<file path="config.mk">
export PLATFORM = sky130hd
export DESIGN_NAME = pdh_scan
export DESIGN_NICKNAME = d
export VERILOG_FILES = /design/src/rtl/pdh_pkg.sv /design/src/rtl/pdh_scan.sv
export SDC_FILE = /design/constraint.sdc
export NUM_CORES = 1
export LEC_CHECK = 0
export BUFFER_PORTS_ARGS = -buffer_cell sky130_fd_sc_hd__buf_2
export CAP_MARGIN = 20
export CORE_MARGIN = 2
export CORE_UTILIZATION = 58
export CTS_CLUSTER_SIZE = 14
export DETAILED_ROUTE_END_ITERATION = 16
export HOLD_SLACK_MARGIN = 0.06
export MAX_ROUTING_LAYER = met4
export PLACE_DENSITY = 0.83
export RECOVER_POWER = 25
export SLEW_MARGIN = 40
export SYNTH_ARGS = -nofsm -noshare
export SYNTH_HDL_FRONTEND = slang
export SYNTH_SLANG_ARGS = --single-unit
</file>
<file path="constraint.sdc">
create_clock -name clk -period 8.52 [get_ports clk]
set_input_delay 0.852 -clock clk [delete_from_list [all_inputs] [get_ports clk]]
set_output_delay 0.852 -clock clk [all_outputs]
set_load 0.005 [all_outputs]
</file>
<file path="src/rtl/pdh_pkg.sv">
// Shared types and constants for the half-maximum peak detector.
// Used by pdh_scan and the top level; no dependencies.
package pdh_pkg;

	localparam int WINDOW_DEPTH = 1024;
	localparam int ADDR_W = $clog2(WINDOW_DEPTH);
	localparam int FILL_W = $clog2(WINDOW_DEPTH + 1);
	localparam int SAMPLE_W = 32;
	localparam int ABS_W = 31;
	localparam int REFR_W = 10;
	localparam int MAXREP_W = 6;
	localparam int POS_W = 10;
	localparam int TOTAL_W = 10;
	localparam int CFG_IDX_W = 1;
	localparam int CFG_DATA_W = 10;
	localparam logic [MAXREP_W-1:0] MAXREP_RESET = MAXREP_W'(63);

	typedef enum logic [CFG_IDX_W-1:0] {
		REG_REFRACTORY = 1'b0,
		REG_MAX_REPORTED = 1'b1
	} pdh_reg_t;

	typedef enum logic {
		KIND_PEAK = 1'b0,
		KIND_COUNT = 1'b1
	} pdh_kind_t;

	typedef enum logic [1:0] {
		SC_IDLE,
		SC_READ,
		SC_EVAL,
		SC_FINAL
	} pdh_scan_state_t;

	typedef struct packed {
		logic [REFR_W-1:0] refractory;
		logic [MAXREP_W-1:0] max_reported;
	} pdh_cfg_t;

	// Hand-off from the loader to the scan engine at the end of a window.
	typedef struct packed {
		logic go;
		logic [FILL_W-1:0] count;
		logic signed [SAMPLE_W-1:0] threshold;
		logic dropped;
	} pdh_start_t;

endpackage

</file>
<file path="src/rtl/pdh_scan.sv">
// Scan engine: walks the stored window through the RAM read port, tests each
// interior position for a peak and drives the result output register.
// Depends on pdh_pkg.
module pdh_scan (
	input  logic                              clk,
	input  logic                              arst_n,
	input  pdh_pkg::pdh_start_t               start,
	input  pdh_pkg::pdh_cfg_t                 cfg,
	output logic                              idle,
	output logic                              rd_en,
	output logic [pdh_pkg::ADDR_W-1:0]        rd_addr,
	input  logic [pdh_pkg::SAMPLE_W-1:0]      rd_data,
	output logic                              out_valid,
	input  logic                              out_ready,
	output logic                              item_kind,
	output logic [pdh_pkg::POS_W-1:0]         peak_position,
	output logic [pdh_pkg::TOTAL_W-1:0]       peak_total,
	output logic                              overflowed,
	output logic                              last_result
);
	import pdh_pkg::*;

	localparam int DIST_W = ADDR_W + REFR_W;

	pdh_scan_state_t state_q, state_d;

	logic [FILL_W-1:0] n_q;
	logic [FILL_W-1:0] idx_q;
	logic signed [SAMPLE_W-1:0] thr_q;
	logic drop_q;
	logic [TOTAL_W-1:0] count_q;
	logic have_peak_q;
	logic [ADDR_W-1:0] last_peak_q;
	logic signed [SAMPLE_W-1:0] left_q, center_q;

	logic signed [SAMPLE_W-1:0] right;
	logic [FILL_W-1:0] pos_full;
	logic [ADDR_W-1:0] pos;
	logic [ADDR_W-1:0] gap;
	logic spaced, is_peak, report;
	logic slot_free, advance, load_peak, load_count, last_index;

	assign right = $signed(rd_data);
	assign pos_full = idx_q - FILL_W'(1);
	assign pos = pos_full[ADDR_W-1:0];
	assign gap = pos - last_peak_q;
	assign spaced = !have_peak_q || (DIST_W'(gap) >= DIST_W'(cfg.refractory));
	// The sample arriving now is the right neighbor of the position before it.
	assign is_peak = (idx_q >= FILL_W'(2)) && (center_q > thr_q) && (center_q >= left_q)
		&& (center_q > right) && spaced;
	assign report = is_peak && (count_q < TOTAL_W'(cfg.max_reported));
	assign slot_free = !out_valid || out_ready;
	assign last_index = (idx_q == n_q - FILL_W'(1));

	always_ff @(posedge clk or negedge arst_n) begin
		if (!arst_n) begin
			state_q <= SC_IDLE;
		end else begin
			state_q <= state_d;
		end
	end

	always_comb begin
		state_d = state_q;
		advance = 1'b0;
		load_peak = 1'b0;
		load_count = 1'b0;
		rd_en = 1'b0;
		unique case (state_q)
			SC_IDLE: begin
				if (start.go) begin
					state_d = (start.count < FILL_W'(3)) ? SC_FINAL : SC_READ;
				end
			end
			SC_READ: begin
				rd_en = 1'b1;
				state_d = SC_EVAL;
			end
			SC_EVAL: begin
				// A reported peak waits here until the output register has room.
				if (!report || slot_free) begin
					advance = 1'b1;
					load_peak = report;
					state_d = last_index ? SC_FINAL : SC_READ;
				end
			end
			SC_FINAL: begin
				if (slot_free) begin
					load_count = 1'b1;
					state_d = SC_IDLE;
				end
			end
			default: state_d = SC_IDLE;
		endcase
	end

	assign idle = (state_q == SC_IDLE);
	assign rd_addr = idx_q[ADDR_W-1:0];

	always_ff @(posedge clk or negedge arst_n) begin
		if (!arst_n) begin
			idx_q <= '0;
			count_q <= '0;
			have_peak_q <= 1'b0;
			last_peak_q <= '0;
			n_q <= '0;
			drop_q <= 1'b0;
		end else if (state_q == SC_IDLE && start.go) begin
			idx_q <= '0;
			count_q <= '0;
			have_peak_q <= 1'b0;
			last_peak_q <= '0;
			n_q <= start.count;
			drop_q <= start.dropped;
		end else if (advance) begin
			idx_q <= idx_q + FILL_W'(1);
			if (is_peak) begin
				count_q <= count_q + TOTAL_W'(1);
				have_peak_q <= 1'b1;
				last_peak_q <= pos;
			end
		end
	end

	always_ff @(posedge clk) begin
		if (state_q == SC_IDLE && start.go) begin
			thr_q <= start.threshold;
		end
		if (advance) begin
			left_q <= center_q;
			center_q <= right;
		end
	end

	always_ff @(posedge clk or negedge arst_n) begin
		if (!arst_n) begin
			out_valid <= 1'b0;
		end else if (load_peak || load_count) begin
			out_valid <= 1'b1;
		end else if (out_ready) begin
			out_valid <= 1'b0;
		end
	end

	always_ff @(posedge clk) begin
		if (load_peak) begin
			item_kind <= KIND_PEAK;
			peak_position <= POS_W'(pos);
			peak_total <= '0;
			overflowed <= drop_q;
			last_result <= 1'b0;
		end else if (load_count) begin
			item_kind <= KIND_COUNT;
			peak_position <= '0;
			peak_total <= count_q;
			overflowed <= drop_q;
			last_result <= 1'b1;
		end
	end

	a_eval_in_window: assert property (@(posedge clk) disable iff (!arst_n)
		state_q == SC_EVAL |-> idx_q < n_q)
		else $error("scan read beyond the stored window");

	a_report_limit: assert property (@(posedge clk) disable iff (!arst_n)
		load_peak |-> count_q < TOTAL_W'(cfg.max_reported))
		else $error("peak reported past the configured limit");

	a_no_overwrite: assert property (@(posedge clk) disable iff (!arst_n)
		(out_valid && !out_ready) |=> !$past(load_peak || load_count))
		else $error("output register loaded while a result was pending");

endmodule

</file>
Word level (Yosys, flattened, before mapping)

Cells that the tools add are included.

Bits in registers: 165
Bits in latches: 0
Bits in writable memories: 0
Memory bits (read-only): 0
Input port bits: 96
Output and inout bits: 36
Word-level logic and storage cells: 84
Memories: 0

Add/subtract/negate cells: 5
Multipliers: 0
Divide/modulo/power cells: 0
Order comparisons: 7
Eq/ne operators: 7
Shift-type cells: 0
Muxes and demuxes: 30
Bitwise logic cells: 0
Reduce and logical (&&, ||, !) cells: 20

Operator list:

| operator                | count |
|---|---|
| $mux W10                | 8 |
| $gt A32 B32 Y1          | 2 |
| $ge A32 B32 Y1          | 1 |
| $mux W11                | 2 |
| $mux W1                 | 14 |
| $add A11 B1 Y11 const B | 1 |
| $eq A11 B11 Y1          | 1 |
| $ge A11 B2 Y1 const B   | 1 |
| $lt A11 B2 Y1 const B   | 1 |
| $sub A11 B1 Y11 const B | 1 |
| $add A10 B1 Y10 const B | 1 |
| $ge A10 B10 Y1          | 1 |
| $lt A10 B6 Y1           | 1 |
| $mux W2                 | 5 |
| $sub A10 B1 Y10 const B | 1 |
| $sub A10 B10 Y10        | 1 |
| $pmux W2 S4             | 1 |
| $reduce_bool A2 Y1      | 4 |
| $logic_and A1 B1 Y1     | 6 |
| $ne A2 B2 Y1 const B    | 3 |
| $eq A2 B2 Y1 const B    | 2 |
| $logic_or A1 B1 Y1      | 4 |
| $logic_not A1 Y1        | 3 |
| $reduce_and A3 Y1       | 1 |
| 3 further kinds         | 3 |

Depth between registers and ports, before layout

Depth after elaboration: 12
Depth in mapped cells: 26
Mapped depth without buffers: 23

Worst setup path before layout

No wires, ideal clock.

Path type: register to register
Start: register idx_q[0]
End: register idx_q[2]
Library setup time: 0.132 ns
Arrival: 7.477 ns
Data required time: 8.388 ns
Slack: 0.910 ns
Stages on the path, launching flop included: 23
Buffers on the path: 2
Period minus slack after synthesis: 7.610 ns
Path through: dfrtp_1 -> clkbuf_1 -> inv_1 -> ha_1 -> inv_1 -> ha_1 -> nor2b_1 -> o21ai_0 -> a21boi_0 -> o21a_1 -> nor2_1 -> o21bai_1 -> a21oi_1 -> xnor2_1 -> ha_1 -> a211o_1 -> a2111oi_0 -> a211o_1 -> nor4b_4 -> buf_2 -> a21oi_1 -> nand2_1 -> mux2i_1

Longest elaborated chain between the ends: 11
Elaborated cells on any way between the ends: 18
Those cells by class: add/sub: 3; order compare: 2; mux: 4; reduce/logical: 9

RTL lines:

| what                         | line            | source |
|---|---|---|
| start: declaration           | pdh_scan.sv:28  | `logic [FILL_W-1:0] idx_q;` |
| start signal: assignment     | pdh_scan.sv:116 | `idx_q <= idx_q + FILL_W'(1);` |
| $sub A10 B1 Y10              | pdh_scan.sv:44  | `assign pos_full = idx_q - FILL_W'(1);` |
| named net pos_full[0]        | pdh_scan.sv:37  | `logic [FILL_W-1:0] pos_full;` |
| $sub A10 B10 Y10             | pdh_scan.sv:46  | `assign gap = pos - last_peak_q;` |
| $ge A10 B10 Y1               | pdh_scan.sv:47  | `assign spaced = !have_peak_q \|\| (DIST_W'(gap) >= DIST_W'(cfg.refractory));` |
| $logic_or A1 B1 Y1           | pdh_scan.sv:47  |  |
| $logic_and A1 B1 Y1          | pdh_scan.sv:50  | `&& (center_q > right) && spaced;` |
| $logic_and A1 B1 Y1          | pdh_scan.sv:51  | `assign report = is_peak && (count_q < TOTAL_W'(cfg.max_reported));` |
| $logic_not A1 Y1             | pdh_scan.sv:81  | `if (!report \|\| slot_free) begin` |
| $logic_or A1 B1 Y1           | pdh_scan.sv:81  |  |
| $mux W1                      | pdh_scan.sv:81  |  |
| $mux W1                      | pdh_scan.sv:69  | `unique case (state_q)` |
| named net advance            | pdh_scan.sv:41  | `logic slot_free, advance, load_peak, load_count, last_index;` |
| $reduce_bool A2 Y1 (no line) | n/a             |  |

The timed path passes the listed nets, and every way through them passes these cells. The select of a mux whose other input is x is not followed.
A chain may end at the register's enable or synchronous reset.

Worst setup path in the final report

Start: register idx_q[0]
End: register count_q[7]

Longest elaborated chain between the ends: 12
Elaborated cells on any way between the ends: 17
Those cells by class: add/sub: 2; order compare: 2; mux: 2; reduce/logical: 11

RTL lines:

| what                          | line            | source |
|---|---|---|
| $sub A10 B1 Y10 *             | pdh_scan.sv:44  |  |
| named net pos_full[0]         | pdh_scan.sv:37  |  |
| $sub A10 B10 Y10 *            | pdh_scan.sv:46  |  |
| $ge A10 B10 Y1 *              | pdh_scan.sv:47  |  |
| $logic_or A1 B1 Y1 *          | pdh_scan.sv:47  |  |
| $logic_and A1 B1 Y1 *         | pdh_scan.sv:50  |  |
| $logic_and A1 B1 Y1           | pdh_scan.sv:51  |  |
| $logic_not A1 Y1              | pdh_scan.sv:81  |  |
| $logic_or A1 B1 Y1            | pdh_scan.sv:81  |  |
| $mux W1                       | pdh_scan.sv:81  |  |
| $mux W1                       | pdh_scan.sv:69  |  |
| $reduce_bool A2 Y1 (no line)  | n/a             |  |
| $reduce_and A2 Y1 (no line) * | n/a             |  |
| end signal: assignment        | pdh_scan.sv:118 | `count_q <= count_q + TOTAL_W'(1);` |
| end: declaration              | pdh_scan.sv:31  | `logic [TOTAL_W-1:0] count_q;` |

The timed path passes the listed nets; every way through them passes the cells marked *.

==> reports/qor.log <==
INFO  outcome        outcome=finished clean
INFO  detailed_routing dr.pass1.iters=5
INFO  timing         grt_setup_unrepaired=no
INFO  yosys          number_of_flops_mapped_to_enable_cells_by_yosys=107
INFO  run            max_cap_viol_count=0
INFO  worst_setup_path cp_slowest_cell=nor4b_4
INFO  grt            grt_antenna_before_repair=1
INFO  yosys          mappedNetlistArea=0.00963mm^2
INFO  place          post-dp-hpwl=15300um
INFO  worst_setup_path crit_path_cell_trace=inv_1 > ha_1 > inv_1 > ha_1 > nor2b_1 > o21ai_0 > a21boi_0 > o21a_1 > nor2_1 > o21bai_1 > a21oi_1 > o21ai_0 > xnor2_1 > ha_1 > o21a_1 > nor3_1 > a211oi_1 > o221ai_1 > a211o_1 > nor4b_4 > nand3b_2 > or4_1 > a21oi_1
INFO  clocking       path_clk_slew=0.06ns
INFO  yosys          synth_fp_nets=1159
INFO  yosys          synth-seq-area-share=47.9%
INFO  detailed_routing num_vias=7216
INFO  yosys          post_synth.cell_area_avg=10.3um^2
INFO  timing         slew-limit-headroom=46.6%
INFO  detailed_routing drc=0
INFO  floorplan      die_w=133um
INFO  floorplan      initial_core_util=58.7%
INFO  timing         report.final.slew_viol_count=0
INFO  detailed_routing drt_iter0_markers=552
INFO  place          place.detailed.instances=1251
INFO  power_and_ir_drop comb_power_share=40.5%
INFO  grt            wire_length_of_the_first_global_routing_pass=34100um
INFO  timing         max_freq=157MHz
INFO  grt            grt.overflow.total=0
INFO  min_path       path_category_of_the_worst_min_delay_check=input pin to asynchronous set/reset pin
INFO  power_and_ir_drop clock_power_share=23.2%
INFO  clocking       cts_tree=done
INFO  place          portBuffers=131
INFO  power_and_ir_drop internal_power=2.12mW
INFO  layout         layout-area-overhead-vs-synth=14.0%
INFO  worst_setup_path crit_path_frequent_cell=ha_1
INFO  worst_setup_path timing.critical_path.arrival=6.74ns
INFO  detailed_routing detail_route.wl_per_cell=16.1um
INFO  layout         fin_nets=1272
INFO  layout         final-seq-area=0.00461mm^2
INFO  grt            grt_start_max_net_pins=66
INFO  floorplan      dieArea=0.0177mm^2
INFO  yosys          synthesis.yosys.warnings=0
INFO  power_and_ir_drop static-leakage-power=5.05nW
INFO  timing         setup_total_negative_slack=0ns
INFO  worst_setup_path slowest_delay=0.73ns
INFO  power_and_ir_drop power_after_layout=3.37mW
INFO  timing         worst-slew-pin-transition=0.798ns
INFO  clocking       clockRootBuffer=clkbuf_16
INFO  worst_setup_path critical_path.startpoint_type=flip-flop
INFO  clocking       number_of_setup_buffers_added_after_cts=0
INFO  clocking       htree_levels=4
INFO  power_and_ir_drop netSwitchingFraction=36.9%
INFO  floorplan      vertical_extent_of_the_die=133um
INFO  worst_setup_path critical_path.endpoint_type=flip-flop
INFO  clocking       cts-buffers-inserted=17
INFO  timing         number_of_failing_setup_endpoints_in_the_final_timing_report=0
INFO  worst_setup_path crit_path_class=flip-flop to flip-flop
INFO  timing         final_min_period_over_clock_period=74.9%
INFO  clocking       clkSinkCount=165
INFO  worst_setup_path critPathTopFamily=simple AND/OR/NAND/NOR gates
INFO  worst_setup_path critical_path.max_fanout=36
INFO  layout         filler_cell_count=1273
INFO  layout         final_common_cell=inv_1
INFO  detailed_routing detail_route.wirelength=20700um
INFO  power_and_ir_drop pwr_density_cell=306mW/mm^2
INFO  floorplan      ios=132
INFO  yosys          ys_ff_latch=165
INFO  place          gp_congestion=0.853
INFO  clocking       cts-root-to-sink-buffers=2
INFO  timing         hold_viol=0
INFO  yosys          postSynth.asyncResetShare=28.5%
INFO  power_and_ir_drop p_switching=1.24mW
INFO  layout         finalNonFillerCells=1284
INFO  layout         mostFrequentLayoutCells=130 x inv_1, 125 x ha_1, 108 x buf_2, 107 x edfxtp_1, 96 x nand2_1
INFO  yosys          netlist_instances=937
INFO  timing         fin_worst_skew=0.0111ns
INFO  clocking       post_cts_resized=0
INFO  yosys          yosysUniqueCellTypes=56
INFO  floorplan      placement_rows=47
INFO  grt            gr-usage-all-layers=25.1%
INFO  power_and_ir_drop power.ir.vdd_worst=0.242mV
INFO  yosys          ys.flop_type=edfxtp_1
INFO  detailed_routing ant_nets=0
INFO  power_and_ir_drop seqPwrFrac=36.3%
INFO  clocking       cts-hold-fix-buffers=0
INFO  worst_setup_path worstPathBufferInverterCount=2
INFO  clocking       clock_insertion_delay_worst_skew=0.44ns
INFO  floorplan      area_of_the_core=0.0164mm^2
INFO  grt            first_global_vias=7274
INFO  layout         multiInputGateArea=0.00435mm^2
INFO  worst_setup_path cp_data_required_time=8.88ns
INFO  detailed_routing via_cell_ratio=5.62
INFO  timing         period_needed=6.39ns
INFO  layout         post_route_cells_drive_above_1_share=14.3%
-- cells by family after synthesis --
family / share of synthesized area, %
AND/OR/NAND/NOR: 13.5
flip-flops: 47.9
AO/OA/AOI/OAI: 11.6
multiplexers: 0.740
XOR/XNOR: 2.73
adder cells (fa/ha/maj): 16.4
buffers and inverters: 7.12
-- final cells by class --
class	count	area share, %
diodes	1	0.0228
clock buffers	22	4.41
clock inverters	10	1.07
inverters	131	4.48
multi-input cells	602	39.6
flip-flops and latches	165	42.0
well taps	220	2.51
repair buffers	133	5.91
-- layer usage --
metal	share of wire (%)	GRT usage (%)	routed length, um
met5	0	-	0
met4	3.1	10.6	651
met3	5.5	5.48	1140
met2	49	41.4	10100
met1	43	29.9	8820
-- worst paths after layout --
check / from / end / slack, ns / depth (start not counted)
worst min-delay path: arst_n / n_q[7]$_DFFE_PN0P_ / 0.42 / 1
worst max-delay path: idx_q[0]$_DFFE_PN0P_ / count_q[7]$_DFFE_PN0P_ / 2.13 / 23
worst min register to register: drop_q$_DFFE_PN0P_ / overflowed$_DFFE_PP_ / 0.45 / 0
max in group asynchronous: arst_n / count_q[3]$_DFFE_PN0P_ / 7.68 / 1
min in group clk: drop_q$_DFFE_PN0P_ / overflowed$_DFFE_PP_ / 0.45 / 0
worst max register to register: idx_q[0]$_DFFE_PN0P_ / count_q[7]$_DFFE_PN0P_ / 2.13 / 23
-- state kept, by name, summed over array words and instances, names as in the netlist --
signal,cells
center_q,32
count_q,10
drop_q,1
have_peak_q,1
idx_q,11
last_peak_q,10
last_result,1
left_q,32
n_q,11
out_valid,1
overflowed,1
peak_position,10
peak_total,10
state_q,2
thr_q,32
-- cell usage after synthesis, types with 6 or more instances --
cell | instances | area [um^2]
o211ai_1 | 7 | 52.6
dfrtp_1 | 47 | 1180
xor2_1 | 9 | 78.8
mux2i_1 | 6 | 60.1
xnor2_1 | 21 | 184
or3_1 | 7 | 43.8
ha_1 | 125 | 1560
nand2_1 | 96 | 360
o31ai_1 | 10 | 75.1
a21o_1 | 15 | 113
nand4_1 | 28 | 175
nand3_1 | 21 | 105
buf_4 | 11 | 82.6
dfxtp_1 | 11 | 220
a21oi_1 | 71 | 355
o21ai_0 | 29 | 145
o21a_1 | 7 | 52.6
nor4_1 | 10 | 62.6
nor2b_1 | 17 | 106
clkbuf_1 | 23 | 86.3
nand2b_1 | 11 | 68.8
inv_1 | 131 | 492
nor2_1 | 42 | 158
nor3_1 | 11 | 55.1
edfxtp_1 | 107 | 3210
a211oi_1 | 15 | 113
or4_1 | 6 | 45.0
-- metrics by stage --
step | utilization [%] | setup slack [ns] | instance area, um^2 | hold slack, ns
floorplan | - | 0.910 | 9630 | 0.425
detailed placement | 63.4 | 2.21 | 10400 | 0.450
global placement | 63.4 | 2.52 | 10400 | 0.429
global route | 66.9 | 1.53 | 11000 | 0.455
finish | 66.9 | 2.13 | 11000 | 0.425
CTS | 67.1 | 2.17 | 11000 | 0.444
-- power groups by stage --
stage	combinational, mW	clock, mW	sequential (mW)
after floorplan	1.06	0	1.19
after global placement	1.29	0	1.23
after detailed placement	1.35	0	1.24
after CTS	1.37	0.786	1.22
after global routing	1.56	0.821	1.25
final	1.36	0.780	1.22
Note: power is estimated with default switching activity, not from simulation.
